==> config.mk <==
export PLATFORM = sky130hd
export DESIGN_NAME = rxr_axis
export DESIGN_NICKNAME = d
export VERILOG_FILES = /design/src/hw/rtl/rxr_pkg.sv /design/src/hw/rtl/rxr_axis.sv
export SDC_FILE = /design/constraint.sdc
export NUM_CORES = 2
export LEC_CHECK = 0
export BUFFER_PORTS_ARGS = -buffer_cell sky130_fd_sc_hd__buf_4
export CORE_MARGIN = 3
export CORE_UTILIZATION = 60
export CTS_CLUSTER_SIZE = 25
export DETAILED_ROUTE_END_ITERATION = 10
export PLACE_DENSITY = 0.74
export REMOVE_ABC_BUFFERS = 1
export SKIP_CTS_REPAIR_TIMING = 1
export SLEW_MARGIN = 5
export SYNTH_ARGS = -nofsm -noshare
export SYNTH_HDL_FRONTEND = slang
export SYNTH_SLANG_ARGS = --single-unit
export TNS_END_PERCENT = 30
==> constraint.sdc <==
create_clock -name i_clk -period 13.1 [get_ports i_clk]
set_clock_uncertainty 0.05 [all_clocks]
set_input_delay 1.31 -clock i_clk [delete_from_list [all_inputs] [get_ports i_clk]]
set_output_delay 1.31 -clock i_clk [all_outputs]
set_load 0.05 [all_outputs]
==> src/hw/rtl/rxr_pkg.sv <==
// Shared constants, types and helpers for the ray / xy-rectangle intersect block.
// No dependencies; every other file refers to this package by scoped names.
`default_nettype none
package rxr_pkg;

    localparam int COORD_W   = 32;
    localparam int FRAC_W    = 16;
    localparam int WIDE_W    = 36;
    localparam int DIV_W     = 34;
    localparam int NUM_W     = 32;
    localparam int QUO_W     = 33;
    localparam int UV_W      = 17;
    localparam int DIV_CELLS = 32;
    localparam int TEX_CELLS = 17;
    localparam int STG_N     = 1 + DIV_CELLS + 1 + 3 + 1 + TEX_CELLS;
    localparam int ADDR_W    = 5;

    localparam logic [2:0] REG_X_MIN   = 3'd0;
    localparam logic [2:0] REG_Y_MIN   = 3'd1;
    localparam logic [2:0] REG_X_MAX   = 3'd2;
    localparam logic [2:0] REG_Y_MAX   = 3'd3;
    localparam logic [2:0] REG_PLANE_Z = 3'd4;

    localparam logic signed [COORD_W-1:0] ONE = 32'sh0001_0000;

    typedef struct packed {
        logic [DIV_W-1:0] rem;
        logic [DIV_W-1:0] den;
        logic [NUM_W-1:0] num;
        logic [QUO_W-1:0] quo;
    } t_div;

    typedef struct packed {
        logic signed [COORD_W-1:0] x_min;
        logic signed [COORD_W-1:0] y_min;
        logic signed [COORD_W-1:0] x_max;
        logic signed [COORD_W-1:0] y_max;
        logic signed [COORD_W-1:0] plane_z;
    } t_cfg;

    function automatic logic signed [COORD_W-1:0] sat_coord(input logic signed [WIDE_W-1:0] v);
        logic same;
        same = (v[WIDE_W-1:COORD_W-1] == '0) || (v[WIDE_W-1:COORD_W-1] == '1);
        if (same) begin
            return v[COORD_W-1:0];
        end else if (v[WIDE_W-1]) begin
            return 32'sh8000_0000;
        end else begin
            return 32'sh7FFF_FFFF;
        end
    endfunction

endpackage
`default_nettype wire

==> src/hw/rtl/rxr_axis.sv <==
// Per-axis hit coordinate: origin + floor(t * dir / 2^16), offset clamped, three stages.
// Depends on rxr_pkg for widths.
`default_nettype none
module rxr_axis (
    input  wire logic                              i_clk,
    input  wire logic                              i_en,
    input  wire logic [rxr_pkg::QUO_W-1:0]         i_tmag,
    input  wire logic                              i_tneg,
    input  wire logic signed [rxr_pkg::COORD_W-1:0] i_dir,
    input  wire logic signed [rxr_pkg::COORD_W-1:0] i_org,
    output logic signed [rxr_pkg::WIDE_W-1:0]      o_coord
);

    localparam logic [33:0] LIM = 34'h2_0000_0000;

    logic [31:0]                       w_dmag;
    logic [63:0]                       w_prod;
    logic [63:0]                       r_prod;
    logic                              r_sign1;
    logic signed [rxr_pkg::COORD_W-1:0] r_org1;

    logic [47:0]                       w_q;
    logic                              w_big;
    logic                              w_inc;
    logic [33:0]                       w_sum;
    logic [33:0]                       r_mag;
    logic                              r_sign2;
    logic signed [rxr_pkg::COORD_W-1:0] r_org2;

    logic signed [34:0]                w_off;
    logic signed [rxr_pkg::WIDE_W-1:0] r_coord;

    always_comb begin
        w_dmag = i_dir[31] ? (32'd0 - i_dir) : i_dir;
        w_prod = i_tmag[32] ? {w_dmag, 32'd0} : (i_tmag[31:0] * w_dmag);
        w_q    = r_prod[63:16];
        w_big  = |w_q[47:33];
        w_inc  = r_sign1 & (|r_prod[15:0]);
        w_sum  = {1'b0, w_q[32:0]} + {33'd0, w_inc};
        w_off  = r_sign2 ? (35'sd0 - $signed({1'b0, r_mag})) : $signed({1'b0, r_mag});
    end

    always_ff @(posedge i_clk) begin
        if (i_en) begin
            r_prod  <= w_prod;
            r_sign1 <= i_tneg ^ i_dir[31];
            r_org1  <= i_org;
            r_mag   <= w_big ? LIM : w_sum;
            r_sign2 <= r_sign1;
            r_org2  <= r_org1;
            r_coord <= $signed({{4{r_org2[31]}}, r_org2}) + $signed({w_off[34], w_off});
        end
    end

    assign o_coord = r_coord;

endmodule
`default_nettype wire

==> run_results.csv <==
group,metric,value,unit
clocking,insertion_delay,430,ps
critical_path,crit_fanout,15,
critical_path,required,13230,ps
hold_path,holdCritPathClass,"reg2reg",
clocking,htreeDepth,4,
timing,finalSetupViolCount,0,
flow_run,cap_violations,0,
place,gp_congestion,0.936,
detailed_routing,drc,0,
detailed_routing,first_iter_violations,2295,
timing,fmaxAchievable,0.0896,GHz
place,port_buffers,135,
grt,grt_pass1_vias,34091,
clocking,cts_buffers,17,
floorplan,fp.coreArea,0.0720,mm²
floorplan,fp-row-count,98,
synth,postSynthAreaPerCell,9.34,µm²
timing,finalHoldViolCount,0,
grt,grt_max_degree,143,
final_layout,nNetsFinal,5935,
place,hpwl,87.4,mm
detailed_routing,viasPerCell,5.74,
timing,fin_crit,11160,ps
synth,synth_top_cell_by_area,"fa_1",
detailed_routing,ant_nets,0,
critical_path,end_kind,"flop",
clocking,tritoncts,"done",
place,placedCellCount,5567,
synth,synth_warnings,0,
detailed_routing,wire_per_inst,20.0,µm
floorplan,pin_count,136,
clocking,cts.clk_slew.worst_paths,70,ps
detailed_routing,drt_wl_total,112,mm
grt,overflow,0,
synth,synth_top_area_share,41.0,%
critical_path,cp-start-kind,"primary input",
clocking,root_buffer,"clkbuf_16",
clocking,cts.sinks,200,
synth,synth_commonest_cells,"inv_1 (958), fa_1 (897), nand2_1 (673)",
critical_path,path_class,"in2reg",
timing,period_share,85.2,%
detailed_routing,num_vias,32154,
detailed_routing,drt-pass1-iter-count,5,
timing,tightest_slew,1130,ps
synth,synth_edf_count,200,
synth,syn_area,0.0438,mm²
timing,slew_headroom,24.8,%
timing,tns,0,ps
timing,final_max_slew_viol_count,0,
grt,antenna_found_initial,7,
synth,ys_seq_area_share,13.7,%
final_layout,final_util,64.2,%
floorplan,initial_core_util,60.9,%
synth,synth_ff_type,"edfxtp_1",
synth,yosysMostFrequentCell,"inv_1",
synth,synthCells,4694,
grt,grtUsageTotal,30.1,%
synth,synth_async_sr_flop_share,0,%
floorplan,die_h,276,µm
synth,ys_seq_elements,200,
synth,yosys-top-cells-area,"fa_1 (41%), edfxtp_1 (14%), ha_1 (8.6%)",
critical_path,cp_data_arrival_time,11290,ps
synth,ys_types,65,
final_layout,fill_cells,5924,
final_layout,area_delta_synth_final,5.37,%
grt,grt_pass1_wl,183,mm
timing,grt_setup_unrepaired,"no",
status,status,"finished clean",
floorplan,die_x,276,µm
floorplan,dieArea,0.0763,mm²
clocking,clk_path_buf_depth,2,
final_layout,drive_gt1_share,5.53,%
final_layout,fin_cells,5600,
==> final timing paths <==
kind	start	end	slack [ps]	cells past startpoint
min	r_org1[29]	r_org2[29]	370	0
min reg2reg	r_org1[29]	r_org2[29]	370	0
max	i_dir[3]	r_prod[60]	1940	28
max reg2reg	r_mag[4]	o_coord[32]	7800	18
==> placed cells by master, fill, tap and decap left out, types with 4 or more instances in the layout <==
master       n
nand4_1     31
nor4_1      16
or4_1       10
o31a_1       8
or3_1       20
buf_4      170
nor2_1     133
clkbuf_16   17
inv_8        5
o21a_1      15
nand2b_1    11
o21ai_0     94
nor2b_1     45
xnor2_2     27
and3_1      17
a211oi_1    13
xor2_1      49
o41ai_1     12
a21o_1      52
o21ba_2      4
and4_1       4
o211ai_1     7
a21oi_1    119
a31oi_1     15
nor4b_1      4
o21bai_1    22
o22ai_1      5
inv_1      958
or2_2        7
ha_1       302
o211a_1      4
and2_1     442
nand3b_1     4
nand2_1    673
nor3_1      33
edfxtp_1   200
xnor2_1     87
o31ai_1     20
nand3_1     34
fa_1       897
==> cell type report <==
cell class                      instances  area (µm²)  share of cell area, %
Antenna cell                            1        2.50                0.00542
Sequential cell                       200        6010                   13.0
Tap cell                              950        1190                   2.57
Timing Repair Buffer                  171        1290                   2.79
Clock buffer                           17         425                  0.921
Clock inverter                         15         138                  0.298
Inverter                              959        3600                   7.79
Multi-Input combinational cell       3287       33500                   72.6
==> critical path: stages <==
cell       delay (ps)
buf_4             130
or4_1             560
nor3_1            370
nand3_1           250
or4_1             660
o41ai_1           470
xnor2_2           450
nand2_1           190
fa_1              570
inv_1              50
fa_1              530
fa_1              450
fa_1              510
fa_1              510
fa_1              510
fa_1              540
inv_1              50
fa_1              520
inv_1              40
ha_1              410
nand3_1           160
nor3_1            410
nand4_1           180
o2111ai_1         310
nand2_1           140
o31ai_1           430
a21boi_0          160
o32a_1            370
==> layer usage <==
metal,part of all wire [%],GRT usage (%),up-vias
met4,3.5,9.83,2
met3,7.6,4.14,234
li1,-,-,14186
met2,48,50.1,1318
met5,0.012,0,-
met1,41,41.3,16414
==> state kept, by name, indices dropped and copies added (netlist names) <==
name     flops
r_org1      32
o_coord     36
r_sign2      1
r_org2      32
r_sign1      1
r_mag       34
r_prod      64
==> through the flow <==
stage                     setup WS (ps)  hold WS [ps]  instance area [µm²]
after floorplan                    2060           350                42900
after global placement             1800           353                45600
after detailed placement           1590           355                45600
final                              1940           370                46200
after CTS                          2060           371                46200
after global routing               1470           371                46200
==> kinds of logic after synthesis <==
| family | count (synthesis) | share of synthesized area [%] |
|---|---|---|
| and+or+nand+nor | 1492 | 16.7 |
| buffers and inverters | 1207 | 10.3 |
| adders and majority gates | 1199 | 49.6 |
| AOI/OAI and AO/OA | 424 | 6.26 |
| DFF | 200 | 13.7 |
| xor gates and xnor gates | 165 | 3.30 |
| muxes | 7 | 0.168 |
Power is left out: the tool's default activity adds up to more than one toggle a clock period on the data nets, which glitch-free logic cannot reach.
