[src/hw/rtl/rxr_pkg.sv]
// Shared constants, types and helpers for the ray / xy-rectangle intersect block.
// No dependencies; every other file refers to this package by scoped names.
`default_nettype none
package rxr_pkg;

    localparam int COORD_W   = 32;
    localparam int FRAC_W    = 16;
    localparam int WIDE_W    = 36;
    localparam int DIV_W     = 34;
    localparam int NUM_W     = 32;
    localparam int QUO_W     = 33;
    localparam int UV_W      = 17;
    localparam int DIV_CELLS = 32;
    localparam int TEX_CELLS = 17;
    localparam int STG_N     = 1 + DIV_CELLS + 1 + 3 + 1 + TEX_CELLS;
    localparam int ADDR_W    = 5;

    localparam logic [2:0] REG_X_MIN   = 3'd0;
    localparam logic [2:0] REG_Y_MIN   = 3'd1;
    localparam logic [2:0] REG_X_MAX   = 3'd2;
    localparam logic [2:0] REG_Y_MAX   = 3'd3;
    localparam logic [2:0] REG_PLANE_Z = 3'd4;

    localparam logic signed [COORD_W-1:0] ONE = 32'sh0001_0000;

    typedef struct packed {
        logic [DIV_W-1:0] rem;
        logic [DIV_W-1:0] den;
        logic [NUM_W-1:0] num;
        logic [QUO_W-1:0] quo;
    } t_div;

    typedef struct packed {
        logic signed [COORD_W-1:0] x_min;
        logic signed [COORD_W-1:0] y_min;
        logic signed [COORD_W-1:0] x_max;
        logic signed [COORD_W-1:0] y_max;
        logic signed [COORD_W-1:0] plane_z;
    } t_cfg;

    function automatic logic signed [COORD_W-1:0] sat_coord(input logic signed [WIDE_W-1:0] v);
        logic same;
        same = (v[WIDE_W-1:COORD_W-1] == '0) || (v[WIDE_W-1:COORD_W-1] == '1);
        if (same) begin
            return v[COORD_W-1:0];
        end else if (v[WIDE_W-1]) begin
            return 32'sh8000_0000;
        end else begin
            return 32'sh7FFF_FFFF;
        end
    endfunction

endpackage
`default_nettype wire

[src/hw/rtl/rxr_div_cell.sv]
// One restoring-division cell: shift in a numerator bit, compare, subtract.
// Depends on rxr_pkg for the t_div struct.
`default_nettype none
module rxr_div_cell (
    input  wire logic  i_clk,
    input  wire logic  i_en,
    input  rxr_pkg::t_div i_d,
    output rxr_pkg::t_div o_d
);

    rxr_pkg::t_div             r_d;
    rxr_pkg::t_div             n_d;
    logic [rxr_pkg::DIV_W-1:0] w_shift;
    logic                      w_ge;

    always_comb begin
        w_shift  = {i_d.rem[rxr_pkg::DIV_W-2:0], i_d.num[rxr_pkg::NUM_W-1]};
        w_ge     = (w_shift >= i_d.den);
        n_d.rem  = w_ge ? (w_shift - i_d.den) : w_shift;
        n_d.den  = i_d.den;
        n_d.num  = {i_d.num[rxr_pkg::NUM_W-2:0], 1'b0};
        n_d.quo  = {i_d.quo[rxr_pkg::QUO_W-2:0], w_ge};
    end

    always_ff @(posedge i_clk) begin
        if (i_en) begin
            r_d <= n_d;
        end
    end

    assign o_d = r_d;

endmodule
`default_nettype wire

[config.mk]
export PLATFORM = sky130hd
export DESIGN_NAME = rxr_div_cell
export DESIGN_NICKNAME = d
export VERILOG_FILES = /design/src/hw/rtl/rxr_pkg.sv /design/src/hw/rtl/rxr_div_cell.sv
export SDC_FILE = /design/constraint.sdc
export NUM_CORES = 1
export LEC_CHECK = 0
export ABC_CLOCK_PERIOD_IN_PS = 4000
export BUFFER_PORTS_ARGS = -buffer_cell sky130_fd_sc_hd__buf_2
export CORE_MARGIN = 1.5
export CORE_UTILIZATION = 49
export CTS_BUF_LIST = sky130_fd_sc_hd__clkbuf_4 sky130_fd_sc_hd__clkbuf_8 sky130_fd_sc_hd__clkbuf_16
export DETAILED_ROUTE_END_ITERATION = 12
export GPL_TIMING_DRIVEN = 0
export HOLD_SLACK_MARGIN = 0.05
export PLACE_DENSITY = 0.77
export SYNTH_ARGS = -nofsm -noshare
export SYNTH_HDL_FRONTEND = slang
export SYNTH_SLANG_ARGS = --single-unit
[constraint.sdc]
create_clock -name i_clk -period 4 [get_ports i_clk]
set_input_delay 0.4 -clock i_clk [delete_from_list [all_inputs] [get_ports i_clk]]
set_output_delay 0.4 -clock i_clk [all_outputs]
set_load 0.005 [all_outputs]
==> results of run 1 <==
[cells in the mapped netlist (3+ instances only)]
library cell	number	area share, %
and2_1	5	0.48
mux2_1	5	0.86
o21bai_1	3	0.34
o21ai_1	6	0.46
a21oi_1	49	3.7
nand3b_1	3	0.34
xnor2_1	23	3.1
buf_4	6	0.69
nand2b_1	3	0.29
nand4_1	13	1.2
nor2_1	44	2.5
edfxtp_1	132	61
a21o_1	12	1.4
inv_1	41	2.3
and3_1	5	0.48
buf_6	3	0.52
nor3_1	9	0.69
clkbuf_1	10	0.57
a21oi_2	11	1.5
a311o_1	3	0.46
o211ai_1	3	0.34
ha_1	34	6.5
a31oi_1	4	0.38
a211oi_1	5	0.57
o21ai_0	16	1.2
nand3_1	7	0.53
nand2_1	25	1.4
xor2_1	6	0.80
[power groups by stage]
stage / combinational, mW / sequential, mW / clock (mW)
final: 0.766 / 1.72 / 1.54
after CTS: 0.764 / 1.72 / 1.57
after detailed placement: 0.758 / 1.75 / 0
after global routing: 0.839 / 1.73 / 1.63
after floorplan: 0.395 / 1.77 / 0
after global placement: 0.735 / 1.75 / 0
[placed cells by master, fill, tap and decap left out, types with 13 or more instances in the layout]
| cell | count |
|---|---|
| a21oi_1 | 49 |
| buf_2 | 265 |
| clkbuf_16 | 17 |
| edfxtp_1 | 132 |
| ha_1 | 34 |
| inv_1 | 41 |
| nand2_1 | 25 |
| nand4_1 | 13 |
| nor2_1 | 44 |
| o21ai_0 | 16 |
| xnor2_1 | 23 |
[through the flow]
stage	util [%]	total power [mW]	instances
floorplan	-	2.162	525
global placement	61.60	2.480	965
detailed placement	61.86	2.503	966
CTS	66.32	4.048	998
global route	66.34	4.197	999
finish	66.34	4.020	999
[how the worst max path moves through the flow]
stage	start	to	slack (ps)	cells past startpoint
2_1_floorplan	i_d[64]	o_d[131]	1080	12
3_3_place_gp	i_d[64]	o_d[131]	650	13
3_5_place_dp	i_d[64]	o_d[131]	590	13
4_1_cts	i_d[64]	o_d[131]	1010	13
5_1_grt	i_d[64]	o_d[131]	840	13
6_report	i_d[64]	o_d[131]	900	13
[kinds of logic (layout without fill, tap and decap cells)]
family	Yosys count	count (layout)	synth area share, %
multiplexers	6	6	1.031
flip-flops	132	132	60.50
AND/OR/NAND/NOR	126	126	9.301
AO/OA/AOI/OAI	133	133	14.02
buffers and inverters	63	360	4.412
other	1	2	0.05724
XOR/XNOR	29	29	3.877
adder cells (fa/ha/maj)	35	35	6.799
[metal layers]
| layer | part of all wire [%] | up-vias |
|---|---|---|
| met3 | 8.2 | 25 |
| li1 | - | 2528 |
| met5 | 0 | - |
| met4 | 1.8 | 0 |
| met1 | 39 | 2532 |
| met2 | 51 | 258 |
[layout make-up]
cell class,count,area [sq um]
Inverter,42,162.7
Timing Repair Buffer,265,1355
Antenna cell,1,2.502
Clock buffer,18,432.9
Buffer,21,126.4
Tap cell,176,220.2
Multi-Input combinational cell,330,2298
Fill cell,1024,4422
Sequential cell,132,3964
Clock inverter,14,153.9
==> impl_metrics.json, run 1 <==
{
  "status": "finished clean",
  "cp_data_required_time_ps": 4150,
  "wl_per_cell_um": 17.76,
  "remaining_drc_errors": 0,
  "crit_family": "compound AO/OA/AOI/OAI gates",
  "cts-root-buf": "clkbuf_16",
  "met1_usage_pct": 29.91,
  "syn-num-nets": 695,
  "max_freq_mhz": 322.9,
  "crit_chain": "buf_2 -> inv_1 -> ha_1 -> inv_1 -> fa_1 -> a21oi_1 -> o211ai_1 -> a311o_1 -> a31oi_4 -> o41ai_4 -> a2111oi_2 -> xor2_1 -> a21oi_1",
  "worstHoldEndpoint": "o_d[54]",
  "drtAntennaViolNets": 0,
  "synth_area_sq_um": 6551,
  "initial_utilization_pct": 49.87,
  "grt_pass1_vias": 5290,
  "place.gp.congestion": 0.9362,
  "cts_setup_buffers": 0,
  "tightestPinTransition_ps": 683.6,
  "cap_violations": 0,
  "pre_cts_ws_ps": 594.4,
  "holdWs_ps": 156.5,
  "drive_above_1_share_pct": 40.15,
  "grt_use_met2_pct": 43.57,
  "min_period_over_period_pct": 77.43,
  "critPathArrivalTime_ps": 3250,
  "rows": 42,
  "placed_cell_area_sq_um": 8127,
  "hold_violations": 0,
  "slowest_stage": "a2111oi_2",
  "cts_buffer_depth": 2,
  "top_usage_layer": "met2",
  "cts_buffers": 17,
  "min_path_type": "in -> reg",
  "combPwrFrac_pct": 19.1,
  "crit_type": "in -> reg",
  "largest_reg_flops": 132,
  "crit_buf_inv": 3,
  "hp-start": "i_d[53]",
  "io_pins": 268,
  "synth.distinct_cells": 61,
  "cts_tree": "built",
  "relSlewSlack_pct": 53.25,
  "max_stage_delay_ps": 490,
  "coreArea_sq_um": 13140,
  "sw_frac_of_total_pct": 26.73,
  "holdPathStages": 1,
  "maxSlewViolCount": 0,
  "fin_setup_tns_ps": 0,
  "die_width_um": 118.6,
  "clockPowerShare_pct": 38.2,
  "min_period_ps": 3097,
  "cp-end-kind": "flop",
  "grt_use_met3_pct": 6.708,
  "gr-total-overflow": 0,
  "final_nets": 979,
  "firstDrtPassIters": 5,
  "fin_ws_ps": 902.7,
  "fp.dieH_um": 118.6,
  "ctsResizeCount": 0,
  "die-area_sq_um": 14070,
  "design_area_sq_um": 8716,
  "area_growth_pct": 33.04,
  "synth-main-ff-cell": "edfxtp_1",
  "grt_pass1_wl_um": 27030,
  "synth_edf_count": 132,
  "p_sw_mw": 1.075,
  "synth_area_per_cell_sq_um": 12.48,
  "yosysSeqAreaShare_pct": 60.50,
  "port_buffers": 264,
  "num_vias": 5343,
  "routed_wl_um": 17740,
  "start_kind": "input port",
  "yosys_warnings": 0,
  "grt_max_degree": 82,
  "synth_cells": 525,
  "grt_use_total_pct": 25.11,
  "clk_pin_slew_ps": 60,
  "crit_fanout": 4,
  "antenna_found_initial": 2,
  "hpwlAfterDp_um": 13700,
  "p_per_area_nw_per_um2": 461.2,
  "first_iter_violations": 383,
  "postCtsHoldBufs": 0,
  "p_leak_nw": 3.836,
  "ys_async_sr_fraction_pct": 0,
  "htreeDepth": 4,
  "clkSinkCount": 132,
  "sequentialPowerShare_pct": 42.7,
  "p_int_mw": 2.945,
  "ys_ff_latch": 132,
  "rsz0062_at_grt": "false",
  "vias_per_cell": 5.348,
  "ir_drop_mv": 0.2278,
  "setup_viol": 0
}
(Power assumes the default switching activity.)
==> inputs of run 2 (changes only) <==
Settings changed: ABC_AREA set to 1, ABC_CLOCK_PERIOD_IN_PS 4000 to 2600, CORE_UTILIZATION 49 to 45, PLACE_DENSITY 0.77 to 0.73.
Clock period 4 ns to 2.6 ns, I/O delays scaled along.
==> run 2 against run 1 <==
First-iteration DRC count is 7.8% lower. Cell count is 36% higher. Combinational power increased by 72%. Count of clock-buffer cells in the layout stayed put. Worst hold slack lost 38 ps. Die area is 16% higher. Critical path type unchanged. Critical endpoint is now o_d[129].
==> impl_metrics.json, run 2 <==
{
  "gr-total-overflow": 0,
  "die_width_um": 127.8,
  "layout_commonest_cell": "nand2_1",
  "synth_most_common_cell": "nand2_1",
  "drtAntennaViolNets": 0,
  "hpwlAfterDp_um": 15600,
  "synth.distinct_cells": 29,
  "synth_area_sq_um": 7003,
  "critPathArrivalTime_ps": 2650,
  "hold_violations": 0,
  "vias_per_cell": 4.797,
  "min_path_type": "in -> reg",
  "syn-num-nets": 939,
  "holdPathStages": 3,
  "cap_violations": 0,
  "fin_ws_ps": 119.0,
  "clk_pin_slew_ps": 60,
  "drive_above_1_share_pct": 28.77,
  "wl_per_cell_um": 16.52,
  "port_buffers": 264,
  "setup_viol": 0,
  "yosys-top-cells-area": "edfxtp_1 57%, nand2_1 15%, inv_1 7.0%",
  "cts_buffer_depth": 2,
  "combPwrFrac_pct": 20.6,
  "fin_setup_tns_ps": 0,
  "num_vias": 6505,
  "maxSlewViolCount": 0,
  "status": "finished clean",
  "synth_largest_area_cell": "edfxtp_1",
  "cts_buffers": 17,
  "tightestPinTransition_ps": 520.0,
  "place.gp.congestion": 0.8746,
  "p_leak_nw": 5.124,
  "sequentialPowerShare_pct": 41.2,
  "io_pins": 268,
  "final_cell_mix": "281 x nand2_1, 263 x buf_2, 132 x edfxtp_1",
  "initial_utilization_pct": 46.07,
  "p_total_mw": 6.423,
  "relSlewSlack_pct": 65.33,
  "crit_type": "in -> reg",
  "diodes": 0,
  "yosys_warnings": 0,
  "start_kind": "input port",
  "grt_max_degree": 84,
  "synth-main-ff-cell": "edfxtp_1",
  "die-area_sq_um": 16320,
  "synth_edf_count": 132,
  "clockPowerShare_pct": 38.2,
  "ys_async_sr_fraction_pct": 0,
  "sw_frac_of_total_pct": 28.18,
  "pre_cts_ws_ps": 60.42,
  "min_period_ps": 2481,
  "ir_drop_mv": 0.4417,
  "largest_reg_flops": 132,
  "grt_use_total_pct": 27.18,
  "rows": 45,
  "first_iter_violations": 353,
  "synthTopCellsByCount": "283 x nand2_1, 132 x edfxtp_1, 130 x inv_1",
  "p_sw_mw": 1.810,
  "clkSinkCount": 132,
  "routed_wl_um": 22400,
  "cp_data_required_time_ps": 2770,
  "cts_tree": "built",
  "remaining_drc_errors": 0,
  "crit_fanout": 10,
  "grt_pass1_vias": 6396,
  "antenna_found_initial": 0,
  "htreeDepth": 4,
  "yosys.area.top_type_share_pct": 56.60,
  "synth_cells": 769,
  "coreArea_sq_um": 15200,
  "firstDrtPassIters": 5,
  "ys_ff_latch": 132,
  "area_growth_pct": 46.56,
  "cp-end-kind": "flop",
  "yosysSeqAreaShare_pct": 56.60,
  "fp.dieH_um": 127.8,
  "cts-root-buf": "clkbuf_16",
  "p_per_area_nw_per_um2": 625.8,
  "min_period_over_period_pct": 95.42,
  "final_nets": 1325,
  "grt_pass1_wl_um": 33580,
  "synth_area_per_cell_sq_um": 9.107,
  "p_int_mw": 4.613,
  "max_freq_mhz": 403.1
}
## run 2: cell types whose count changed in the layout (fill, tap and decap cells not counted), sizes merged, moves of 10 or more
cell / before / now
a21oi: 61 / 31
inv: 45 / 140
dlygate4sd3: 0 / 97
clkbuf: 28 / 18
nand3: 7 / 35
a21o: 12 / 0
nand2: 26 / 287
xnor2: 23 / 2
## run 2: worst paths after layout
kind        to  slack (ps)  startpoint
max   o_d[129]         120     i_d[74]
min   o_d[104]         120    i_d[103]
## run 2: logic make-up after synthesis
family	count (synthesis)	share of synthesized area, %
AOI/OAI and AO/OA	51	3.841
other	1	0.05355
DFF	132	56.60
adders and majority gates	35	6.361
buffers and inverters	139	8.022
xor gates and xnor gates	17	2.126
and+or+nand+nor	394	22.99
## run 2: per-layer routing
layer	up-vias	global-route usage (%)	routed length, um
met4	0	10.84	705
met1	2946	32.36	9002
met2	261	47.34	11130
met5	-	0	0
li1	3254	-	-
met3	44	6.678	1565
## run 2: layout make-up
| type | instances | area (sq um) |
|---|---|---|
| fill | 1262 | 4938 |
| sequential | 132 | 3964 |
| multi-input combinational | 498 | 2541 |
| timing repair buffer | 367 | 2364 |
| inverter | 132 | 498.0 |
| clock buffer | 18 | 432.9 |
| tap | 188 | 235.2 |
| clock inverter | 14 | 165.2 |
| buffer | 7 | 63.81 |
## run 2: power groups by stage
stage,clock (mW),combinational [mW],sequential (mW)
3_3_place_gp,0,1.14,2.68
3_5_place_dp,0,1.16,2.68
5_1_grt,2.57,1.46,2.66
6_report,2.45,1.32,2.64
4_1_cts,2.47,1.28,2.64
2_1_floorplan,0,0.576,2.71
## run 2: timing repair
item                                    CTS  global route
resized for setup                         0            15
endpoints found under the setup margin    0            31
setup buffers                             0             5
hold buffers                             97             0
endpoints found under the hold margin    97             0
## run 2: per-stage QoR
| stage | hold slack, ps | utilization [%] | cell area (sq um) | std cells |
|---|---|---|---|---|
| final | 118.7 | 67.51 | 10260 | 1356 |
| after global routing | 132.2 | 67.51 | 10260 | 1356 |
| after CTS | 108.4 | 66.85 | 10160 | 1351 |
| after detailed placement | 438.4 | 56.53 | 8593 | 1222 |
| after global placement | 436.4 | 56.30 | 8559 | 1221 |
| after floorplan | 358.9 | - | 7003 | 769 |
## run 2: worst max-delay path, cell delays in order
cell	delay (ps)
dlygate4sd3_1	520
buf_2	110
inv_1	40
ha_1	350
nand2_2	150
inv_1	70
a21oi_1	200
nand3_2	140
nand2_1	120
nand3_2	90
nand2_2	90
nand2_4	110
buf_4	210
nand3_1	110
nand2_1	80
