`config.mk`:
```
export PLATFORM = sky130hd
export DESIGN_NAME = rxr_cfg
export DESIGN_NICKNAME = d
export VERILOG_FILES = /design/src/hw/rtl/rxr_pkg.sv /design/src/hw/rtl/rxr_cfg.sv
export SDC_FILE = /design/constraint.sdc
export NUM_CORES = 1
export LEC_CHECK = 0
export CAP_MARGIN = 20
export CORE_AREA = 2 2 84 167
export CTS_BUF_LIST = sky130_fd_sc_hd__clkbuf_4 sky130_fd_sc_hd__clkbuf_8
export DETAILED_ROUTE_END_ITERATION = 10
export DIE_AREA = 0 0 86 169
export DONT_BUFFER_PORTS = 1
export PLACE_DENSITY = 0.69
export SLEW_MARGIN = 10
export SYNTH_ARGS = -nofsm -noshare
export SYNTH_HDL_FRONTEND = slang
export SYNTH_SLANG_ARGS = --single-unit
```
`constraint.sdc`:
```
create_clock -name i_clk -period 2.5 [get_ports i_clk]
set_input_delay 0.125 -clock i_clk [delete_from_list [all_inputs] [get_ports i_clk]]
set_output_delay 0.125 -clock i_clk [all_outputs]
set_load 0.05 [all_outputs]
```
`src/hw/rtl/rxr_pkg.sv`:
```
// Shared constants, types and helpers for the ray / xy-rectangle intersect block.
// No dependencies; every other file refers to this package by scoped names.
`default_nettype none
package rxr_pkg;

    localparam int COORD_W   = 32;
    localparam int FRAC_W    = 16;
    localparam int WIDE_W    = 36;
    localparam int DIV_W     = 34;
    localparam int NUM_W     = 32;
    localparam int QUO_W     = 33;
    localparam int UV_W      = 17;
    localparam int DIV_CELLS = 32;
    localparam int TEX_CELLS = 17;
    localparam int STG_N     = 1 + DIV_CELLS + 1 + 3 + 1 + TEX_CELLS;
    localparam int ADDR_W    = 5;

    localparam logic [2:0] REG_X_MIN   = 3'd0;
    localparam logic [2:0] REG_Y_MIN   = 3'd1;
    localparam logic [2:0] REG_X_MAX   = 3'd2;
    localparam logic [2:0] REG_Y_MAX   = 3'd3;
    localparam logic [2:0] REG_PLANE_Z = 3'd4;

    localparam logic signed [COORD_W-1:0] ONE = 32'sh0001_0000;

    typedef struct packed {
        logic [DIV_W-1:0] rem;
        logic [DIV_W-1:0] den;
        logic [NUM_W-1:0] num;
        logic [QUO_W-1:0] quo;
    } t_div;

    typedef struct packed {
        logic signed [COORD_W-1:0] x_min;
        logic signed [COORD_W-1:0] y_min;
        logic signed [COORD_W-1:0] x_max;
        logic signed [COORD_W-1:0] y_max;
        logic signed [COORD_W-1:0] plane_z;
    } t_cfg;

    function automatic logic signed [COORD_W-1:0] sat_coord(input logic signed [WIDE_W-1:0] v);
        logic same;
        same = (v[WIDE_W-1:COORD_W-1] == '0) || (v[WIDE_W-1:COORD_W-1] == '1);
        if (same) begin
            return v[COORD_W-1:0];
        end else if (v[WIDE_W-1]) begin
            return 32'sh8000_0000;
        end else begin
            return 32'sh7FFF_FFFF;
        end
    endfunction

endpackage
`default_nettype wire

```
`src/hw/rtl/rxr_cfg.sv`:
```
// APB register file for rectangle edges and plane height.
// Depends on rxr_pkg for register indexes and the t_cfg struct.
`default_nettype none
module rxr_cfg (
    input  wire logic                      i_clk,
    input  wire logic                      i_rst_n,
    input  wire logic                      psel,
    input  wire logic                      penable,
    input  wire logic                      pwrite,
    input  wire logic [rxr_pkg::ADDR_W-1:0] paddr,
    input  wire logic [31:0]               pwdata,
    output logic      [31:0]               prdata,
    output logic                           pready,
    output rxr_pkg::t_cfg                  o_cfg
);

    rxr_pkg::t_cfg r_cfg;
    logic [2:0]    w_idx;
    logic          w_wr;

    assign w_idx  = paddr[rxr_pkg::ADDR_W-1:2];
    assign w_wr   = psel & penable & pwrite;
    assign pready = 1'b1;
    assign o_cfg  = r_cfg;

    always_ff @(posedge i_clk) begin
        if (!i_rst_n) begin
            r_cfg.x_min   <= '0;
            r_cfg.y_min   <= '0;
            r_cfg.x_max   <= rxr_pkg::ONE;
            r_cfg.y_max   <= rxr_pkg::ONE;
            r_cfg.plane_z <= '0;
        end else if (w_wr) begin
            case (w_idx)
                rxr_pkg::REG_X_MIN:   r_cfg.x_min   <= pwdata;
                rxr_pkg::REG_Y_MIN:   r_cfg.y_min   <= pwdata;
                rxr_pkg::REG_X_MAX:   r_cfg.x_max   <= pwdata;
                rxr_pkg::REG_Y_MAX:   r_cfg.y_max   <= pwdata;
                rxr_pkg::REG_PLANE_Z: r_cfg.plane_z <= pwdata;
                default: ;
            endcase
        end
    end

    always_comb begin
        case (w_idx)
            rxr_pkg::REG_X_MIN:   prdata = r_cfg.x_min;
            rxr_pkg::REG_Y_MIN:   prdata = r_cfg.y_min;
            rxr_pkg::REG_X_MAX:   prdata = r_cfg.x_max;
            rxr_pkg::REG_Y_MAX:   prdata = r_cfg.y_max;
            rxr_pkg::REG_PLANE_Z: prdata = r_cfg.plane_z;
            default:              prdata = '0;
        endcase
    end

endmodule
`default_nettype wire

```
==> results of run 1 <==
## power breakdown
group          switching, mW  total, mW  internal [mW]  leakage (nW)
Combinational          0.185      0.306          0.121          1.93
Clock                   1.03       1.76          0.726         0.166
Sequential            0.0715       2.64           2.56          1.29
## final cells by class
class / instances / area, um2 / share of cell area [%]
clock buffer: 18 / 248 / 2.60
clock inverter: 13 / 106 / 1.12
inverter: 1 / 3.75 / 0.0394
multi-input combinational: 495 / 3550 / 37.3
sequential: 160 / 3200 / 33.7
tap: 155 / 194 / 2.04
timing repair buffer: 235 / 2210 / 23.3
## worst max path at each step
stage,startpoint,endpoint,slack (ns),cells after the start
after floorplan,o_cfg[48],prdata[16],0.64,3
after global placement,paddr[4],o_cfg[80],0.94,4
after detailed placement,paddr[4],o_cfg[71],0.90,4
after CTS,o_cfg[127],o_cfg[127],0.41,4
after global routing,o_cfg[140],o_cfg[140],0.23,4
final,o_cfg[146],o_cfg[146],0.29,4
## layer usage
metal	GRT usage (%)	vias to the layer above	wire length [um]
met5	0	-	0
met1	36.5	3195	8720
met3	9.51	66	2060
li1	-	2900	-
met2	53.6	363	11500
met4	13.4	0	673
## placed cells by master (no fill, tap or decap), drive strengths merged
master       count
nand2          191
dlygate4sd3    162
mux2i          160
dfxtp          160
buf             73
a22oi           62
mux2            32
o22ai           32
clkbuf          18
clkinvlp         5
nor2b            5
inv              5
clkinv           4
nor3             3
nor2             2
and3b            1
a31oi            1
and3             1
a21oi            1
nand4b           1
nor3b            1
nand4            1
conb             1
## cell usage after synthesis
library cell and number:
nor2_4 1, a22oi_1 62, buf_4 2, buf_1 5, and3_1 1, clkbuf_1 23
conb_1 1, nand2_1 191, nor2b_2 1, dfxtp_1 160, buf_2 17, nor3_4 3
buf_8 10, nor2b_1 4, mux2i_1 160, nand4_2 1, nor3b_2 1, buf_12 2
nor2_1 1, and3b_1 1, nand4b_4 1, o22ai_1 32, inv_2 1, a31oi_1 1
buf_6 5, a21oi_1 1, mux2_2 32
## metrics by stage
step,instance area (um2),util (%),power (mW),hold slack [ns],std cells
2_1_floorplan,7180,-,2.92,0.301,720
5_1_grt,9520,71.6,4.86,0.0316,1077
6_report,9520,71.6,4.70,0.0590,1077
3_3_place_gp,7510,56.5,2.89,0.289,883
4_1_cts,9520,71.6,4.71,0.0269,1077
3_5_place_dp,7510,56.5,2.90,0.296,883
## worst min-delay path: cells and delay by family
family / cells / cell delay, ns
muxes: 1 / 0.13
and+or+nand+nor: 1 / 0.10
buffers and inverters: 1 / 0.08
## cell families (layout without fill, tap and decap cells)
logic type | Yosys count | after routing
multiplexers | 192 | 192
AND/OR/NAND/NOR | 206 | 206
AO/OA/AOI/OAI | 96 | 96
flip-flops | 160 | 160
buffers and inverters | 65 | 267
other | 1 | 1
==> out/results.txt, run 1 <==
CP dominant cell by count: dlygate4sd3_1
Antenna diodes: 0
Area Overhead vs Synth: 32.6%
Post-Syn Instances: 720
Crit-path max cell delay: 0.72 ns
Crit-path leading delay family: buffers and inverters
Peak supply drop: 0.421 mV
Cell Pwr Density: 494 nW/um2
Post-synth top area cell: dfxtp_1
Crit. End Element: flip-flop
Final Hold Viols: 0
Crit Reg-Reg Startpoint: o_cfg[146]
Cell with the largest stage delay on the worst path: dfxtp_1
Critical path arrival: 2.59 ns
RSZ-0062 raised after global routing: false
Yosys warns: 0
Resized cells post-CTS: 0
Top cells by area, synth: dfxtp_1, mux2i_1, nand2_1, a22oi_1, mux2_2
Vias per inst: 6.06
Clk sink count: 160
Total CTS buffers: 17
DR WL/cell: 21.3 um
CTS root buf: clkbuf_8
Hold Path Sink: o_cfg[89]
Number of global-route vias before repair: 6,870
Pleak: 3.39 nW
First-pass GRT wire length: 36,300 um
Buf+Inv Stages, Crit Path: 2
Mux cell area share after synthesis: 27.3%
Critical path launch point type: flip-flop
TritonRoute pass-1 iters: 5
Grt ovf: 0
PortBufs: 0
HPWL Detailed: 12,000 um
Die ar.: 14,500 um2
Worst R2R Path Depth: 4
Worst Hold Path Cells: 3
Routability cong.: 0.798
Max Cap Viol: 0
Worst-Margin Slew: 0.705 ns
Setup Fix Bufs, Post-CTS: 0
Post-layout minimum cycle time: 2.21 ns
CP max FO: 3
Synth Net Count: 762
# IOs: 235
Final setup TNS: 0 ns
Number of buffers on the longest clock path: 2
Min-delay worst type: input port to flip-flop
RR Endpoint: o_cfg[146]
DRC Markers: 0
Avg Inst Size Synth: 9.97 um2
Share of cells above drive strength 1: 15.9%
Adder-cell share of the synthesized area: 0%
Worst Path Required: 2.88 ns
Pre-CTS setup slack: 0.899 ns
Nets: 952
Outcome: completed
Synth top area share: 44.6%
# rows: 60
Fmax: 453 MHz
H-tree levels: 4
Clk slew on worst S/H paths: 0.10 ns
Largest family of logic cells by synthesized area: multiplexers
Skew final: 0 ns
Die X: 86 um
Routed Wire Length: 23,000 um
Crit path cell chain: nand2_1 > dlygate4sd3_1 > mux2i_1 > dlygate4sd3_1
Number of flip-flops under the largest register name: 160
Fill cells: 959
Period utilization: 88.3%
Initial Util: 54.0%
Setup ws final: 0.294 ns
Core footprint: 13,300 um2
CTS tree: done
Slew HR: 53.0%
Sequential-to-total area share from yosys stat: 44.6%
Synth Cell Area: 7180 um2
Die H: 169 um
Synth Area in Simple Gates: 12.2%
Kind of critical path: flip-flop to flip-flop
Antenna violations before repair: 0
GRT Resource Usage Total: 31.7%
Largest net degree at the start of global routing: 129
Antenna violation net count after detailed routing: 0
Yosys reg bits: 160
Compound-gate portion of the synthesized area: 9.43%
Setup violations, final: 0
Distinct cells, synth: 27
Hold buffer count at CTS: 163
Synth Area in XOR/XNOR: 0%
Clock Latency Late Sink: 0.43 ns
Hold Path Origin: paddr[3]
Slew Limit Fails: 0
Worst R2R Setup Slack: 0.29 ns
Total number of vias: 6,524
Initial DRC count: 373
No activity file was read; power rests on OpenSTA's default activity.
==> inputs of run 2 (changes only) <==
Settings changed: PLACE_DENSITY 0.69 to 0.72.
Clock period 2.5 ns to 2 ns, I/O delays scaled along.
==> run 2 against run 1 <==
  * The flow now finishes with violations (setup timing)
  * Clock skew stayed put
  * Final cell count is 16% higher
  * Critical endpoint is now o_cfg[84]
  * Combinational power is 65% higher
  * Largest cell class is now non-clock buffers
  * Hold slack better by 0.0083 ns
  * Maximum frequency is 3.1% higher
  * Count of clock-buffer cells in the layout stayed put
  * Total power is 30% higher
==> out/results.txt, run 2 (same netlist as run 1, synthesis figures left out) <==
Outcome: finished with violations
Worst Hold Path Cells: 3 (unchanged)
Die X: 86 um (unchanged)
Clock Latency Late Sink: 0.43 ns (about the same)
Worst-Margin Slew: 0.509 ns (-0.196 ns)
Final setup TNS: -0.295 ns (-0.295 ns)
Initial DRC count: 700 (+88%)
Buf+Inv Stages, Crit Path: 3 (+1)
Area Overhead vs Synth: 54.6%
Pleak: 4.34 nW (+28%)
Fill cells: 663 (-31%)
Clk sink count: 160 (unchanged)
Share of cells above drive strength 1: 26.8% (+11 points)
Post-layout minimum cycle time: 2.14 ns (-0.0665 ns)
Placed cell count: 1,019 (+15%)
Setup Fix Bufs, Post-CTS: 0 (unchanged)
# rows: 60 (unchanged)
Vias per inst: 6.10 (+0.68%)
Finished Layout Cells: 1,253 (+16%)
TritonRoute pass-1 iters: 5 (unchanged)
Final Total Pwr: 6.09 mW (+30%)
Antenna violations before repair: 0 (unchanged)
Slew HR: 66.1% (+13 points)
Antenna diodes: 0 (unchanged)
CTS root buf: clkbuf_8
Skew final: 0 ns (unchanged)
Routed Wire Length: 29,500 um (+29%)
Initial Util: 54.0% (unchanged)
Met2 Usage GRT: 63.5% (+9.9 points)
DRC Markers: 0 (unchanged)
Routability cong.: 0.806 (+1.0%)
Crit Reg-Reg Startpoint: o_cfg[84]
Number of global-route vias before repair: 8,123 (+18%)
Failing checks: setup timing
GRT Resource Usage Total: 37.4% (+5.7 points)
Clk slew on worst S/H paths: 0.09 ns (about the same)
Most frequent cells in the layout: dlygate4sd3_1, nand2_1, buf_4
Layout Utilization: 83.5% (+12 points)
First-pass GRT wire length: 42,900 um (+18%)
Number of flip-flops under the largest register name: 160 (unchanged)
Antenna violation net count after detailed routing: 0 (unchanged)
Fmax: 467 MHz (+3.1%)
CP max FO: 3 (unchanged)
PortBufs: 0 (unchanged)
Cell with the largest stage delay on the worst path: dlygate4sd3_1
Register area: 3220 um2 (+0.39%)
Die H: 169 um (unchanged)
Worst R2R Setup Slack: -0.14 ns (-0.43 ns)
Pre-CTS setup slack: 0.602 ns (-0.296 ns)
Setup ws final: -0.140 ns (-0.434 ns)
Crit. End Element: flip-flop
Crit path cell chain: buf_4 > nand2_1 > dlygate4sd3_1 > mux2i_1 > dlygate4sd3_1
Crit-path max cell delay: 0.62 ns (-0.10 ns)
Met1 usage: 40.9% (+4.5 points)
Multi-input logic area: 3550 um2 (+0.14%)
CP dominant cell by count: dlygate4sd3_1
Cell Pwr Density: 549 nW/um2 (+11%)
Total number of vias: 7,642 (+17%)
Most Used Layer, Global Route: met2
Peak supply drop: 0.550 mV (+31%)
Nets: 1,128 (+18%)
Min-delay worst type: input port to flip-flop
Critical path launch point type: flip-flop
Total CTS buffers: 17 (unchanged)
# IOs: 235 (unchanged)
Hold Path Sink: o_cfg[3]
Most common cell after layout, fill and taps aside: dlygate4sd3_1
Max Cap Viol: 0 (unchanged)
WHS: 0.0672 ns (+0.00826 ns)
Grt ovf: 0 (unchanged)
Placed cell areas: 8510 um2 (+13%)
Crit-path leading delay family: buffers and inverters
HPWL Detailed: 13,000 um (+8.9%)
Hold Path Origin: paddr[2]
H-tree levels: 4 (unchanged)
DR WL/cell: 23.6 um (+11%)
Period utilization: 107% (+19 points)
Final Hold Viols: 0 (unchanged)
Worst R2R Path Depth: 5 (+1)
Die ar.: 14,500 um2 (unchanged)
Design Area, Final: 11,100 um2 (+17%)
CTS tree: done
Worst Path Required: 2.38 ns (-0.50 ns)
Critical path arrival: 2.52 ns (-0.07 ns)
RR Endpoint: o_cfg[84]
Slew Limit Fails: 0 (unchanged)
Number of buffers on the longest clock path: 2 (unchanged)
Kind of critical path: flip-flop to flip-flop
Met3 Usage GRT: 10.8% (+1.3 points)
Setup violations, final: 6 (+6)
Core footprint: 13,300 um2 (unchanged)
Largest net degree at the start of global routing: 99 (-23%)
-- run 2: changes by cell type in the layout (fill, tap and decap cells not counted), sizes merged --
| cell | delta |
|---|---|
| clkinv | -4 |
| inv | +2 |
| buf | +136 |
| clkinvlp | +1 |
| dlygate4sd3 | +39 |
| dlymetal6s4s | +1 |
| bufinv | +1 |
-- run 2: layout make-up --
class | instances | area share (%)
Timing Repair Buffer | 411 | 33.9
Tap cell | 155 | 1.75
Inverter | 1 | 0.0338
Clock inverter | 13 | 1.17
Multi-Input combinational cell | 495 | 32.0
Sequential cell | 160 | 29.0
Clock buffer | 18 | 2.18
-- run 2: power breakdown --
part | total (mW) | switching, mW | leakage [nW] | internal [mW]
Combinational | 0.506 | 0.327 | 2.87 | 0.178
Clock | 2.37 | 1.35 | 0.171 | 1.02
Sequential | 3.22 | 0.0111 | 1.29 | 3.21
Total | 6.09 | 1.69 | 4.34 | 4.40
-- run 2: layer usage --
metal	share of wire [%]	vias up	routed length, um
li1	-	3254	-
met3	10	142	2940
met4	4.5	0	1330
met5	0	-	0
met1	35	3690	10400
met2	50	556	14800
-- run 2: timing repair --
action                                  in CTS  in global routing
hold endpoints to repair                   160                  0
endpoints found under the setup margin       0                 37
gates resized for setup                      0                 52
hold buffers                               206                  0
-- run 2: worst max path at each step --
stage / start / to / slack [ns] / depth (start not counted)
finish: o_cfg[84] / o_cfg[84] / -0.14 / 5
global route: o_cfg[84] / o_cfg[84] / -0.21 / 5
CTS: o_cfg[50] / o_cfg[50] / 0.1 / 5
detailed placement: paddr[4] / o_cfg[111] / 0.60 / 4
global placement: paddr[4] / o_cfg[108] / 0.67 / 4
floorplan: o_cfg[48] / prdata[16] / 0.16 / 3
-- run 2: worst min-delay path, stage by stage --
cell     delay (ns)
nor3_4         0.03
buf_4          0.18
mux2i_1        0.12
==> inputs of run 3 (changes only) <==
--- a/config.mk
+++ b/config.mk
@@ -12,4 +12,5 @@
 export DIE_AREA = 0 0 86 169
 export DONT_BUFFER_PORTS = 1
+export MAX_ROUTING_LAYER = met4
 export PLACE_DENSITY = 0.72
 export SLEW_MARGIN = 10
@@ -17,2 +18,3 @@
 export SYNTH_HDL_FRONTEND = slang
 export SYNTH_SLANG_ARGS = --single-unit
+export TNS_END_PERCENT = 1
==> constraint.sdc (replaced) <==
create_clock -name i_clk -period 2 [get_ports i_clk]
set_input_delay 0.2 -clock i_clk [delete_from_list [all_inputs] [get_ports i_clk]]
set_output_delay 0.2 -clock i_clk [all_outputs]
set_load 0.05 [all_outputs]
==> run 3 against run 2 <==
  * The run now ends clean
  * Final cell count shrank 9.9%
  * Worst setup slack gained 0.22 ns
  * First-iteration DRC count decreased by 46%
  * Clock skew is the same
  * Final area decreased by 12%
  * Core utilization is 10 points lower
  * Die area unchanged
  * Global-route usage decreased by 6.0 points
  * Total power down 0.76%
  * Critical path type unchanged
==> out/results.txt, run 3 (same netlist as run 1, synthesis figures left out) <==
Number of buffers on the longest clock path: 2 (unchanged)
# rows: 60 (unchanged)
Vias per inst: 5.83 (-4.3%)
Worst R2R Setup Slack: 0.08 ns (+0.22 ns)
Skew final: 0 ns (unchanged)
Min-delay worst type: input port to flip-flop
Number of flip-flops under the largest register name: 160 (unchanged)
Worst-Margin Slew: 0.529 ns (+0.0205 ns)
Initial DRC count: 379 (-46%)
Final setup TNS: 0 ns (+0.295 ns)
Routed Wire Length: 22,600 um (-24%)
Pleak: 3.61 nW (-17%)
CP max FO: 2 (-1)
Antenna diodes: 0 (unchanged)
Post-layout minimum cycle time: 1.92 ns (-0.222 ns)
CTS tree: done
Period utilization: 95.9% (-11 points)
Fmax: 521 MHz (+12%)
Fill cells: 966 (+46%)
Largest net degree at the start of global routing: 104 (+5.1%)
Nets: 1,004 (-11%)
Clk slew on worst S/H paths: 0.10 ns (about the same)
Routability cong.: 0.828 (+2.7%)
Hold Path Origin: pwdata[3]
PortBufs: 0 (unchanged)
CTS root buf: clkbuf_8
Max Cap Viol: 0 (unchanged)
Critical path arrival: 2.30 ns (-0.22 ns)
Design Area, Final: 9730 um2 (-12%)
# IOs: 235 (unchanged)
Clock Latency Late Sink: 0.42 ns (about the same)
Die ar.: 14,500 um2 (unchanged)
Setup violations, final: 0 (-6)
Antenna violation net count after detailed routing: 0 (unchanged)
RSZ-0062 raised after global routing: false
RR Endpoint: o_cfg[130]
Die X: 86 um (unchanged)
GRT Resource Usage Total: 31.4% (-6.0 points)
First-pass GRT wire length: 35,000 um (-19%)
Crit Reg-Reg Startpoint: o_cfg[130]
Worst R2R Path Depth: 5 (unchanged)
Clk sink count: 160 (unchanged)
TritonRoute pass-1 iters: 5 (unchanged)
Area Overhead vs Synth: 35.6%
HPWL Detailed: 13,100 um (+0.40%)
Worst Hold Path Cells: 2 (-1)
Worst Path Required: 2.38 ns (about the same)
Antenna violations before repair: 0 (unchanged)
Outcome: completed
Die H: 169 um (unchanged)
Initial Util: 54.0% (unchanged)
Slew Limit Fails: 0 (unchanged)
Crit. End Element: flip-flop
Final Total Pwr: 6.04 mW (-0.76%)
Slew HR: 64.7% (-1.4 points)
Total number of vias: 6,587 (-14%)
Core footprint: 13,300 um2 (unchanged)
Grt ovf: 0 (unchanged)
Share of cells above drive strength 1: 29.2% (+2.4 points)
DR WL/cell: 20.0 um (-15%)
Final Hold Viols: 0 (unchanged)
DRC Markers: 0 (unchanged)
Most common cell after layout, fill and taps aside: buf_4
Most frequent cells in the layout: buf_4, nand2_1, mux2i_1
Total CTS buffers: 17 (unchanged)
Cell Pwr Density: 621 nW/um2 (+13%)
Kind of critical path: flip-flop to flip-flop
Hold Path Sink: o_cfg[131]
Critical path launch point type: flip-flop
Number of global-route vias before repair: 6,766 (-17%)
Peak supply drop: 0.565 mV (+2.7%)
Placed cell areas: 8520 um2 (+0.15%)
H-tree levels: 4 (unchanged)
## run 3: metal layers
metal  GRT usage, %  routed length [um]
met3           7.31                2020
met1           35.0                8380
met4           13.0                 781
met5              -                   0
met2           53.1               11400
## run 3: worst max path at each step
stage | from | to | depth (start not counted)
2_1_floorplan | paddr[2] | prdata[0] | 6
3_3_place_gp | paddr[4] | o_cfg[99] | 4
3_5_place_dp | paddr[4] | o_cfg[117] | 4
4_1_cts | o_cfg[130] | o_cfg[130] | 5
5_1_grt | o_cfg[130] | o_cfg[130] | 5
6_report | o_cfg[130] | o_cfg[130] | 5
## run 3: what timing repair did
| action | 4_1_cts | 5_1_grt |
|---|---|---|
| hold buffers | 79 | 0 |
| buffers inserted | 0 | 0 |
| endpoints found under the hold margin | 160 | 0 |
| setup endpoints to repair | 0 | 1 |
| resized for setup | 0 | 2 |
## run 3: critical path, cell delays in order, from the launching register on
cell	delay, ns
dfxtp_1	0.34
buf_4	0.20
nand2_1	0.09
dlygate4sd3_1	0.57
mux2i_1	0.11
dlygate4sd3_1	0.55
## run 3: power breakdown
| part | internal (mW) | total (mW) | switching (mW) |
|---|---|---|---|
| clock network | 1.14 | 2.40 | 1.26 |
| registers | 3.21 | 3.22 | 0.00930 |
| logic | 0.131 | 0.424 | 0.294 |
## run 3: cell type report
cell class / instances / area [um2] / share of cell area, %
clock buffer: 18 / 241 / 2.48
tap: 155 / 194 / 1.99
sequential: 160 / 3200 / 32.9
timing repair buffer: 287 / 2390 / 24.5
clock inverter: 13 / 155 / 1.59
multi-input combinational: 495 / 3550 / 36.4
inverter: 1 / 3.75 / 0.0386
## run 3: through the flow
stage,cells,hold slack [ns],setup slack (ns),utilization (%)
floorplan,720,0.376,0.0598,-
global placement,1019,0.365,0.574,64.1
detailed placement,1019,0.369,0.526,64.1
CTS,1129,0.000245,0.122,73.2
global route,1129,0.00915,0.00492,73.2
finish,1129,0.0251,0.0824,73.2
